[src/rtl/qfno_pkg.sv]
// qfno_pkg: shared widths, codes and types of the quad face normal block.
// No dependencies.
`default_nettype none
package qfno_pkg;
    localparam int COORD_W   = 16;
    localparam int NORM_FRAC = 14;
    localparam int NORM_W    = NORM_FRAC + 2;
    localparam int A_W       = COORD_W + 4;   // dx or spherical raw vector
    localparam int B_W       = COORD_W + 2;   // dy
    localparam int D_W       = COORD_W + 1;   // orientation reference
    localparam int RAW_W     = 37;            // cross product component

    localparam logic [1:0] CORNER_LAST = 2'd3;

    localparam logic [2:0] MODE_PLAIN = 3'd0;
    localparam logic [2:0] MODE_SPH   = 3'd1;
    localparam logic [2:0] MODE_EXT   = 3'd2;
    localparam logic [2:0] MODE_DIR   = 3'd3;
    localparam logic [2:0] MODE_PREV  = 3'd4;

    localparam logic [1:0] REG_MODE  = 2'd0;
    localparam logic [1:0] REG_REF_X = 2'd1;
    localparam logic [1:0] REG_REF_Y = 2'd2;
    localparam logic [1:0] REG_REF_Z = 2'd3;

    typedef struct packed {
        logic [2:0]                mode;
        logic signed [COORD_W-1:0] ref_x;
        logic signed [COORD_W-1:0] ref_y;
        logic signed [COORD_W-1:0] ref_z;
    } t_cfg;

    // one face worth of work for the back end
    typedef struct packed {
        logic                  sph;
        logic                  flip;
        logic signed [A_W-1:0] a0;
        logic signed [A_W-1:0] a1;
        logic signed [A_W-1:0] a2;
        logic signed [B_W-1:0] b0;
        logic signed [B_W-1:0] b1;
        logic signed [B_W-1:0] b2;
        logic signed [D_W-1:0] d0;
        logic signed [D_W-1:0] d1;
        logic signed [D_W-1:0] d2;
    } t_job;
endpackage
`default_nettype wire

[src/rtl/qfno_fifo.sv]
// qfno_fifo: two-entry job queue between front and back end.
// Depends on qfno_pkg (t_job).
`default_nettype none
module qfno_fifo (
    input  wire           i_clk,
    input  wire           i_rst_n,
    input  wire           i_push,
    input  qfno_pkg::t_job i_job,
    output logic          o_full,
    input  wire           i_pop,
    output logic          o_valid,
    output qfno_pkg::t_job o_job
);
    qfno_pkg::t_job r_mem [2];
    logic       r_wp, r_rp;
    logic [1:0] r_cnt;

    assign o_full  = (r_cnt == 2'd2);
    assign o_valid = (r_cnt != 2'd0);
    assign o_job   = r_mem[r_rp];

    always_ff @(posedge i_clk) begin
        if (!i_rst_n) begin
            r_wp  <= 1'b0;
            r_rp  <= 1'b0;
            r_cnt <= 2'd0;
        end else begin
            if (i_push) begin
                r_mem[r_wp] <= i_job;
                r_wp        <= ~r_wp;
            end
            if (i_pop) begin
                r_rp <= ~r_rp;
            end
            r_cnt <= r_cnt + 2'(i_push) - 2'(i_pop);
        end
    end
endmodule
`default_nettype wire

[config.mk]
export PLATFORM = sky130hd
export DESIGN_NAME = qfno_fifo
export DESIGN_NICKNAME = d
export VERILOG_FILES = /design/src/rtl/qfno_pkg.sv /design/src/rtl/qfno_fifo.sv
export SDC_FILE = /design/constraint.sdc
export NUM_CORES = 1
export LEC_CHECK = 0
export BUFFER_PORTS_ARGS = -buffer_cell sky130_fd_sc_hd__buf_2
export CORE_ASPECT_RATIO = 0.75
export CORE_MARGIN = 5
export CORE_UTILIZATION = 52
export DETAILED_ROUTE_END_ITERATION = 8
export PLACE_DENSITY = 0.76
export SETUP_SLACK_MARGIN = 0.4
export SYNTH_ARGS = -nofsm -noshare
export SYNTH_HDL_FRONTEND = slang
export SYNTH_SLANG_ARGS = --single-unit
[constraint.sdc]
create_clock -name i_clk -period 12.41 [get_ports i_clk]
set_input_delay 1.241 -clock i_clk [delete_from_list [all_inputs] [get_ports i_clk]]
set_output_delay 1.241 -clock i_clk [all_outputs]
set_load 0.01 [all_outputs]
==> summary.txt <==
Category of the critical setup timing path - reg -> out
Weighted congestion reported at the end of routability-driven placement - 0.763
Number of vias per cell - 5.01
Count leader, synth - sky130_fd_sc_hd__edfxtp_1
Final hold violation count - 0
Post-synthesis async set-or-reset flop share - 0%
GRT Util Overall - 17.5%
Remaining design rule violation count - 0
Static Leak - 6.19 nW
Final count of pins violating max slew - 0
Cts bufs inserted - 34
Peak supply drop - 0.000142 V
Reg clk slew, reported paths - 0.06 ns
Crit path setup slack, layout - 8.14 ns
Synth Cell Area - 12,800 µm²
Reg power frac - 51.8%
Number of buffers on the longest clock path - 3
Final antenna-violating net count - 0
Starting DRT DRC Count - 351
Wire length of the first global-routing pass - 37,800 µm
Worst-Skew Late Latency - 0.49 ns
Die Footprint - 27,900 µm²
EDFF count, synth - 334
Core Footprint - 24,200 µm²
Final design instance area without fill - 15,900 µm²
Comb pwr share - 10.1%
Total iterations of the first detailed-routing run - 4
Pint - 2.03 mW
GRT Residual Overflow - 0
Detailed-placement wirelength estimate - 17,400 µm
Top fanout value on the critical path - 59
Final setup violation count - 0
DIE WIDTH - 191 µm
Achievable Freq - 234 MHz
Number of antenna violations at the first check in global routing - 5
Post-CTS setup buffer count - 0
Clock skew - 0.00594 ns
Average instance area after synthesis - 23.7 µm²
Synthesized net count - 715
RSZ-0062 raised after global routing - false
Result of the run - finished clean
Clock share of power - 38.1%
R2R Path Start - r_wp$_SDFFE_PN0P_
FP Rows - 49
Hold-fix buffer count after cts - 0
Routed wire length per instance - 20.4 µm
Post-place instance area - 14,800 µm²
Net switching share of the total power - 21.1%
Critical Path AT - 3.03 ns
Slew @ Worst Pin - 1.08 ns
Unique masters post-synth - 16
Number of gates resized after CTS - 0
Top cells by count, synth - sky130_fd_sc_hd__edfxtp_1 (334), sky130_fd_sc_hd__mux2_4 (130), sky130_fd_sc_hd__mux2_2 (37)
Slew margin rel. - 27.9%
Kind of capture point of the worst setup path - output pin
Quantity of I/O buffers inserted on ports - 339
Die span in y - 146 µm
Flops & latches, synth - 339
Placement-stage worst setup slack - 8.60 ns
IO Count - 340
Cell at the root of the clock tree - sky130_fd_sc_hd__clkbuf_16
Number of global-route vias before repair - 6,596
Setup total negative slack - 0 ns
Cell taking the most area after synthesis - sky130_fd_sc_hd__edfxtp_1
TritonCTS clock tree - done
Fraction of the yosys area taken by sequential cells - 79.0%
Startpoint of the worst hold path - r_rp$_SDFFE_PN0P_
# clock sinks - 339
Class of the tightest hold or removal check - reg -> reg
Area share of the leading cell type in the synthesized netlist - 78.2%
Kind of launch point of the worst setup path - flip-flop
Number of nets in the layout - 1,077
Total Wirelength - 25,700 µm
Main area contributors after synthesis - sky130_fd_sc_hd__edfxtp_1 (78%), sky130_fd_sc_hd__mux2_4 (15%), sky130_fd_sc_hd__mux2_2 (3.2%)
Most common flop cell mapped by yosys - sky130_fd_sc_hd__edfxtp_1
Number of H-tree levels - 2
Post-route clock period utilization - 34.4%
Via count - 6,313
Yosys synthesis warning count - 0
PwrDens - 162 nW/µm²
Count of mapped cells out of synthesis - 542
Largest net degree at the start of global routing - 76
Net switching power - 542 µW
Period minus WS final - 4.27 ns
WP data required - 11.17 ns
Share of layout cells above drive strength 1 - 60.7%
Area growth from synthesis to layout - 23.9%
# Max-Cap Violations - 0
Effective utilization at floorplan - 53.1%
## critical path: stages, from the launching register on
cell and delay [ns]:
sky130_fd_sc_hd__dfxtp_4 0.94, sky130_fd_sc_hd__buf_4 0.95, sky130_fd_sc_hd__mux2_2 0.43, sky130_fd_sc_hd__buf_2 0.14
## registers in the layout, summed over array words and instances (netlist names), named ones only
signal / cells
r_wp: 1
r_cnt: 2
r_rp: 1
r_mem: 334
## cell usage in the layout, fill, tap and decap left out, types with 2 or more instances in the layout
cell type,count
sky130_fd_sc_hd__buf_2,339
sky130_fd_sc_hd__inv_1,2
sky130_fd_sc_hd__edfxtp_1,334
sky130_fd_sc_hd__diode_2,3
sky130_fd_sc_hd__clkinv_2,4
sky130_fd_sc_hd__buf_4,6
sky130_fd_sc_hd__and2_1,4
sky130_fd_sc_hd__clkinv_1,4
sky130_fd_sc_hd__mux2_2,37
sky130_fd_sc_hd__clkbuf_8,3
sky130_fd_sc_hd__xor2_1,2
sky130_fd_sc_hd__ha_1,2
sky130_fd_sc_hd__nor2b_1,2
sky130_fd_sc_hd__clkbuf_16,37
sky130_fd_sc_hd__mux2_4,130
sky130_fd_sc_hd__clkbuf_1,8
sky130_fd_sc_hd__dfxtp_1,4
## kinds of logic after synthesis
logic type	Yosys count	share of synthesized area, %
muxes	167	18.5
and+or+nand+nor	10	0.449
buffers and inverters	21	1.58
DFF	339	79.0
adders and majority gates	2	0.195
xor gates and xnor gates	3	0.312
## final cells by class
type | count | area, µm²
Timing Repair Buffer | 345 | 1740
Sequential cell | 339 | 10100
Antenna cell | 3 | 7.51
Fill cell | 1655 | 8270
Multi-Input combinational cell | 182 | 2500
Inverter | 2 | 7.51
Clock buffer | 48 | 997
Clock inverter | 11 | 83.8
Tap cell | 331 | 414
## worst paths after layout
| path | endpoint | slack, ns | depth (start not counted) |
|---|---|---|---|
| worst max-delay path | o_job[0] | 8.14 | 3 |
| worst min-delay path | flip-flop | 0.59 | 2 |
| worst max register to register | r_mem[0][109]$_DFFE_PP_ | 10.02 | 2 |
| worst min register to register | flip-flop | 0.59 | 2 |
## routing by layer
metal	track usage (%)	share of wire (%)	vias up
met5	0	0.12	-
met4	4.41	1.6	6
met3	7.58	11	40
met2	27.6	46	280
met1	22.8	41	3108
li1	-	-	2879
## metrics by stage
| step | instances | hold WS [ns] | utilization (%) | power [mW] |
|---|---|---|---|---|
| floorplan | 542 | 0.555 | - | 1.52 |
| global placement | 1199 | 0.559 | 61.3 | 1.61 |
| detailed placement | 1199 | 0.569 | 61.3 | 1.62 |
| CTS | 1258 | 0.591 | 65.7 | 2.60 |
| global route | 1259 | 0.616 | 65.8 | 2.67 |
| finish | 1261 | 0.591 | 65.8 | 2.57 |
## power by group through the flow
stage | Sequential, mW | Clock, mW | Combinational, mW
2_1_floorplan | 1.35 | 0 | 0.168
3_3_place_gp | 1.35 | 0 | 0.260
3_5_place_dp | 1.35 | 0 | 0.263
4_1_cts | 1.33 | 1.00 | 0.265
5_1_grt | 1.33 | 1.06 | 0.280
6_report | 1.33 | 0.978 | 0.260
No activity file was read; power rests on OpenSTA's default activity.
