`src/rtl/qfno_pkg.sv`:
```
// qfno_pkg: shared widths, codes and types of the quad face normal block.
// No dependencies.
`default_nettype none
package qfno_pkg;
    localparam int COORD_W   = 16;
    localparam int NORM_FRAC = 14;
    localparam int NORM_W    = NORM_FRAC + 2;
    localparam int A_W       = COORD_W + 4;   // dx or spherical raw vector
    localparam int B_W       = COORD_W + 2;   // dy
    localparam int D_W       = COORD_W + 1;   // orientation reference
    localparam int RAW_W     = 37;            // cross product component

    localparam logic [1:0] CORNER_LAST = 2'd3;

    localparam logic [2:0] MODE_PLAIN = 3'd0;
    localparam logic [2:0] MODE_SPH   = 3'd1;
    localparam logic [2:0] MODE_EXT   = 3'd2;
    localparam logic [2:0] MODE_DIR   = 3'd3;
    localparam logic [2:0] MODE_PREV  = 3'd4;

    localparam logic [1:0] REG_MODE  = 2'd0;
    localparam logic [1:0] REG_REF_X = 2'd1;
    localparam logic [1:0] REG_REF_Y = 2'd2;
    localparam logic [1:0] REG_REF_Z = 2'd3;

    typedef struct packed {
        logic [2:0]                mode;
        logic signed [COORD_W-1:0] ref_x;
        logic signed [COORD_W-1:0] ref_y;
        logic signed [COORD_W-1:0] ref_z;
    } t_cfg;

    // one face worth of work for the back end
    typedef struct packed {
        logic                  sph;
        logic                  flip;
        logic signed [A_W-1:0] a0;
        logic signed [A_W-1:0] a1;
        logic signed [A_W-1:0] a2;
        logic signed [B_W-1:0] b0;
        logic signed [B_W-1:0] b1;
        logic signed [B_W-1:0] b2;
        logic signed [D_W-1:0] d0;
        logic signed [D_W-1:0] d1;
        logic signed [D_W-1:0] d2;
    } t_job;
endpackage
`default_nettype wire

```
`src/rtl/qfno_front.sv`:
```
// qfno_front: corner store and per-face setup (diagonals, spherical vector, flip reference).
// Depends on qfno_pkg.
`default_nettype none
module qfno_front (
    input  wire                           i_clk,
    input  wire                           i_acc,
    input  wire [1:0]                     i_corner,
    input  wire signed [qfno_pkg::COORD_W-1:0] i_x,
    input  wire signed [qfno_pkg::COORD_W-1:0] i_y,
    input  wire signed [qfno_pkg::COORD_W-1:0] i_z,
    input  wire signed [qfno_pkg::NORM_W-1:0]  i_onx,
    input  wire signed [qfno_pkg::NORM_W-1:0]  i_ony,
    input  wire signed [qfno_pkg::NORM_W-1:0]  i_onz,
    input  qfno_pkg::t_cfg                i_cfg,
    output logic                          o_push,
    output qfno_pkg::t_job                o_job
);
    localparam int CW = qfno_pkg::COORD_W;
    localparam int AW = qfno_pkg::A_W;
    localparam int DW = qfno_pkg::D_W;

    logic signed [CW-1:0] r_px [3];
    logic signed [CW-1:0] r_py [3];
    logic signed [CW-1:0] r_pz [3];

    // one axis: P1..P3 from store, P4 from input
    function automatic logic signed [AW-1:0] f_dx(input logic signed [CW-1:0] p1, p2, p3, p4);
        f_dx = AW'(p2) - AW'(p1) + AW'(p3) - AW'(p4);
    endfunction
    function automatic logic signed [AW-1:0] f_dy(input logic signed [CW-1:0] p1, p2, p3, p4);
        f_dy = AW'(p4) - AW'(p1) + AW'(p3) - AW'(p2);
    endfunction
    function automatic logic signed [AW-1:0] f_sph(input logic signed [CW-1:0] p1, p2, p3, p4,
                                                   input logic signed [CW-1:0] rf);
        f_sph = AW'(p1) + AW'(p2) + AW'(p3) + AW'(p4) - (AW'(rf) <<< 2);
    endfunction

    logic [2:0] w_mode;
    logic signed [AW-1:0] w_dx0, w_dx1, w_dx2, w_dy0, w_dy1, w_dy2;

    always_comb begin
        w_mode = (i_cfg.mode > qfno_pkg::MODE_PREV) ? qfno_pkg::MODE_PLAIN : i_cfg.mode;
        w_dx0 = f_dx(r_px[0], r_px[1], r_px[2], i_x);
        w_dx1 = f_dx(r_py[0], r_py[1], r_py[2], i_y);
        w_dx2 = f_dx(r_pz[0], r_pz[1], r_pz[2], i_z);
        w_dy0 = f_dy(r_px[0], r_px[1], r_px[2], i_x);
        w_dy1 = f_dy(r_py[0], r_py[1], r_py[2], i_y);
        w_dy2 = f_dy(r_pz[0], r_pz[1], r_pz[2], i_z);

        o_job.sph  = (w_mode == qfno_pkg::MODE_SPH);
        o_job.flip = (w_mode == qfno_pkg::MODE_EXT) || (w_mode == qfno_pkg::MODE_DIR) ||
                     (w_mode == qfno_pkg::MODE_PREV);
        if (o_job.sph) begin
            o_job.a0 = f_sph(r_px[0], r_px[1], r_px[2], i_x, i_cfg.ref_x);
            o_job.a1 = f_sph(r_py[0], r_py[1], r_py[2], i_y, i_cfg.ref_y);
            o_job.a2 = f_sph(r_pz[0], r_pz[1], r_pz[2], i_z, i_cfg.ref_z);
        end else begin
            o_job.a0 = w_dx0;
            o_job.a1 = w_dx1;
            o_job.a2 = w_dx2;
        end
        o_job.b0 = qfno_pkg::B_W'(w_dy0);
        o_job.b1 = qfno_pkg::B_W'(w_dy1);
        o_job.b2 = qfno_pkg::B_W'(w_dy2);

        case (w_mode)
            qfno_pkg::MODE_EXT: begin
                o_job.d0 = DW'(r_px[0]) - DW'(i_cfg.ref_x);
                o_job.d1 = DW'(r_py[0]) - DW'(i_cfg.ref_y);
                o_job.d2 = DW'(r_pz[0]) - DW'(i_cfg.ref_z);
            end
            qfno_pkg::MODE_DIR: begin
                o_job.d0 = DW'(i_cfg.ref_x);
                o_job.d1 = DW'(i_cfg.ref_y);
                o_job.d2 = DW'(i_cfg.ref_z);
            end
            default: begin
                o_job.d0 = DW'(i_onx);
                o_job.d1 = DW'(i_ony);
                o_job.d2 = DW'(i_onz);
            end
        endcase
    end

    assign o_push = i_acc && (i_corner == qfno_pkg::CORNER_LAST);

    always_ff @(posedge i_clk) begin
        if (i_acc && (i_corner != qfno_pkg::CORNER_LAST)) begin
            r_px[i_corner] <= i_x;
            r_py[i_corner] <= i_y;
            r_pz[i_corner] <= i_z;
        end
    end
endmodule
`default_nettype wire

```
`config.mk`:
```
export PLATFORM = sky130hd
export DESIGN_NAME = qfno_front
export DESIGN_NICKNAME = d
export VERILOG_FILES = /design/src/rtl/qfno_pkg.sv /design/src/rtl/qfno_front.sv
export SDC_FILE = /design/constraint.sdc
export NUM_CORES = 1
export LEC_CHECK = 0
export ABC_AREA = 1
export BUFFER_PORTS_ARGS = -buffer_cell sky130_fd_sc_hd__buf_2
export CORE_UTILIZATION = 45
export CTS_CLUSTER_DIAMETER = 200
export DETAILED_ROUTE_END_ITERATION = 12
export PLACE_DENSITY = 0.76
export SYNTH_ARGS = -nofsm -noshare
export SYNTH_HDL_FRONTEND = slang
export SYNTH_SLANG_ARGS = --single-unit
```
`constraint.sdc`:
```
create_clock -name i_clk -period 6.29 [get_ports i_clk]
set_input_delay 1.258 -clock i_clk [delete_from_list [all_inputs] [get_ports i_clk]]
set_output_delay 1.258 -clock i_clk [all_outputs]
set_load 0.02 [all_outputs]
```
==> impl_metrics.tcl <==
set metrics [dict create \
    die_h_um 242 \
    numCtsBuffers 17 \
    max_cap_violations 0 \
    ys_seq_area_share_pct 16.6 \
    hold_ws_ns 1.02 \
    clk_pin_slew_ns 0.06 \
    wirelength_mm 79.6 \
    cts_resized 0 \
    finalCritPeriodShare_pct 95.0 \
    hold_viol 0 \
    drc 0 \
    async_flop_share_pct 0 \
    whs_path_depth 1 \
    cp.depth 17 \
    fin_tns_setup_ns 0 \
    holdCritPathClass "input port to flip-flop" \
    holdBufCountCts 0 \
    drt_iter0_drc 1795 \
    wire_per_inst_um 17.7 \
    status "finished, final reports clean" \
    die_w_um 242 \
    cp.required_ns 5.03 \
    cp_max_fo 4 \
    synth_ff_type "edfxtp_1" \
    yosys_register_bits 144 \
    drive_gt1_share_pct 10.1 \
    viasPerCell 5.21 \
    grt_pass1_vias 23095 \
    synth_cells 3406 \
    die-area_um2 58800 \
    synth_top_area_share_pct 27.7 \
    crit_family "adder cells" \
    root_buffer "clkbuf_16" \
    cp.buffers_inverters 5 \
    synth.net_count 4139 \
    postRouteAntennaNets 0 \
    yosysTopAreaCell "fa_1" \
    io_buffers 318 \
    area_growth_pct 11.9 \
    p_leak_uw 0.0155 \
    synth_area_leaders "fa_1, edfxtp_1, nand2_1, inv_1, ha_1" \
    first_pass_iters 7 \
    htree_levels 4 \
    num_vias 23428 \
    path_class "input port to output pin" \
    vdd.ir_drop.worst_uv 249 \
    nets 4463 \
    crit_path_end_kind "output pin" \
    synthDistinctLibCells 37 \
    grt_use_total_pct 27.7 \
    grt_pass1_wl_mm 125 \
    place_congestion 0.970 \
    setup_viol 0 \
    path_cells "buf_2 > inv_1 > fa_1 > fa_1 > inv_1 > fa_1 > inv_1 > ha_1 > nand2_1 > nor2_1 > nand3_1 > nand3_1 > nand2_1 > nand3_1 > nand3_1 > nand2_1 > buf_2" \
    fin_crit_ns 5.98 \
    start_util_pct 45.9 \
    slowest_delay_ns 0.49 \
    rsz0062_at_grt "false" \
    max_slew_margin_pct 26.0 \
    hpwl_mm 66.8 \
    power.density_nw_per_um2 312 \
    slowest_stage "fa_1" \
    path_common_cell "nand3_1" \
    antenna_found_initial 5 \
    worstMarginPinSlew_ns 1.11 \
    cp-start-kind "input port" \
    overflow 0 \
    startpoint "i_cfg[23]" \
    cts_sinks 144 \
    synth.avg_cell_area_um2 7.64 \
    cts_tree "yes" \
    ys_warn_count 0 \
    max_clock_freq_mhz 167 \
    fp.coreArea_um2 56700 \
    cts_setup_buffers 0 \
    synthesis.area_um2 26000 \
    fillers 5489 \
    num_rows 87 \
    synth_enable_flop_cells 144 \
    grt_max_degree 50 \
    ctsLongestPathBuffers 2 \
    slew_viol_final 0 \
    io_pins 319 \
    hp-start "i_x[1]" \
    cp.arrival_ns 4.72 \
]
## synthesized netlist by cell type, types with 3 or more instances
| cell type | n |
|---|---|
| a21o_1 | 19 |
| inv_1 | 784 |
| nand2_1 | 863 |
| fa_1 | 360 |
| clkbuf_1 | 11 |
| nand3_1 | 244 |
| and2_1 | 14 |
| o21ai_2 | 3 |
| ha_1 | 222 |
| inv_2 | 5 |
| nor3_1 | 17 |
| buf_2 | 9 |
| nand3b_1 | 38 |
| or2_2 | 6 |
| xor2_1 | 41 |
| o21ai_0 | 136 |
| edfxtp_1 | 144 |
| o221ai_1 | 4 |
| o21a_1 | 4 |
| nor2_1 | 163 |
| xnor2_1 | 25 |
| nor4_1 | 11 |
| o21bai_1 | 9 |
| o211ai_1 | 18 |
| a21oi_1 | 231 |
| nand4_1 | 5 |
| a31oi_1 | 3 |
| o21ai_1 | 4 |
## path summary, 6_finish.rpt
| check | end | slack [ns] |
|---|---|---|
| hold / removal | r_px[2][1]$_DFFE_PP_ | 1.02 |
| setup / recovery | o_job[143] | 0.31 |
## through the flow
stage | instances | worst slack (ns) | area (um^2) | power, uW | util, %
2_1_floorplan | 3406 | 1.00 | 26000 | 6010 | -
3_3_place_gp | 4467 | 0.315 | 28500 | 7850 | 50.3
3_5_place_dp | 4467 | 0.339 | 28500 | 7940 | 50.3
4_1_cts | 4497 | 0.316 | 29100 | 9050 | 51.3
5_1_grt | 4499 | 0.102 | 29100 | 9960 | 51.3
6_report | 4500 | 0.314 | 29100 | 9090 | 51.4
## cells in the final DEF, fill, tap and decap left out, drive strengths merged, types with 3 or more instances in the layout
cell | Yosys | routed
nand2 | 864 | 864
inv | 789 | 790
fa | 360 | 360
buf | 14 | 330
nand3 | 244 | 244
a21oi | 231 | 231
ha | 222 | 222
nor2 | 166 | 166
edfxtp | 144 | 144
o21ai | 143 | 143
xor2 | 41 | 41
nand3b | 38 | 38
xnor2 | 25 | 25
a21o | 19 | 19
o211ai | 18 | 18
clkbuf | 11 | 18
nor3 | 17 | 17
and2 | 14 | 14
nor4 | 11 | 11
o21bai | 9 | 9
or2 | 6 | 6
clkinv | 0 | 6
nand4 | 5 | 5
o21a | 4 | 4
o221ai | 4 | 4
diode | 0 | 3
a31oi | 3 | 3
bufinv | 0 | 3
## sequential cells by signal (all words and copies together) (netlist names)
signal	cells
r_px	48
r_pz	48
r_py	48
## power by group
| part | leakage [uW] | internal [uW] | switching, uW |
|---|---|---|---|
| combinational | 0.0139 | 2360 | 4500 |
| clock | 0.000275 | 612 | 458 |
| sequential | 0.00132 | 1110 | 59.6 |
## layout make-up
type / instances / area, um^2 / share of cell area (%)
well taps: 756 / 946 / 3.25
clock inverters: 12 / 144 / 0.494
multi-input cells: 2448 / 18600 / 64.0
clock buffers: 18 / 429 / 1.47
flip-flops and latches: 144 / 4320 / 14.8
repair buffers: 330 / 1680 / 5.77
inverters: 789 / 2960 / 10.2
diodes: 3 / 7.51 / 0.0258
## per-layer routing
| layer | share of wire [%] | track usage, % | routed length (um) | vias to the layer above |
|---|---|---|---|---|
| met1 | 41 | 35.7 | 33000 | 10969 |
| met2 | 46 | 45.4 | 36900 | 972 |
| met4 | 3.8 | 11.4 | 2990 | 4 |
| met5 | 0.029 | 0 | 23 | - |
| li1 | - | - | - | 11314 |
| met3 | 8.3 | 5.76 | 6600 | 169 |
## cell families after synthesis
logic type               Yosys count  synth area share [%]
adder cells (fa/ha/maj)          582                  38.4
buffers and inverters            814                  11.9
XOR/XNOR                          66                  2.22
AO/OA/AOI/OAI                    434                  8.97
flip-flops                       144                  16.6
AND/OR/NAND/NOR                 1366                  21.9
Note: power is estimated with default switching activity, not from simulation.
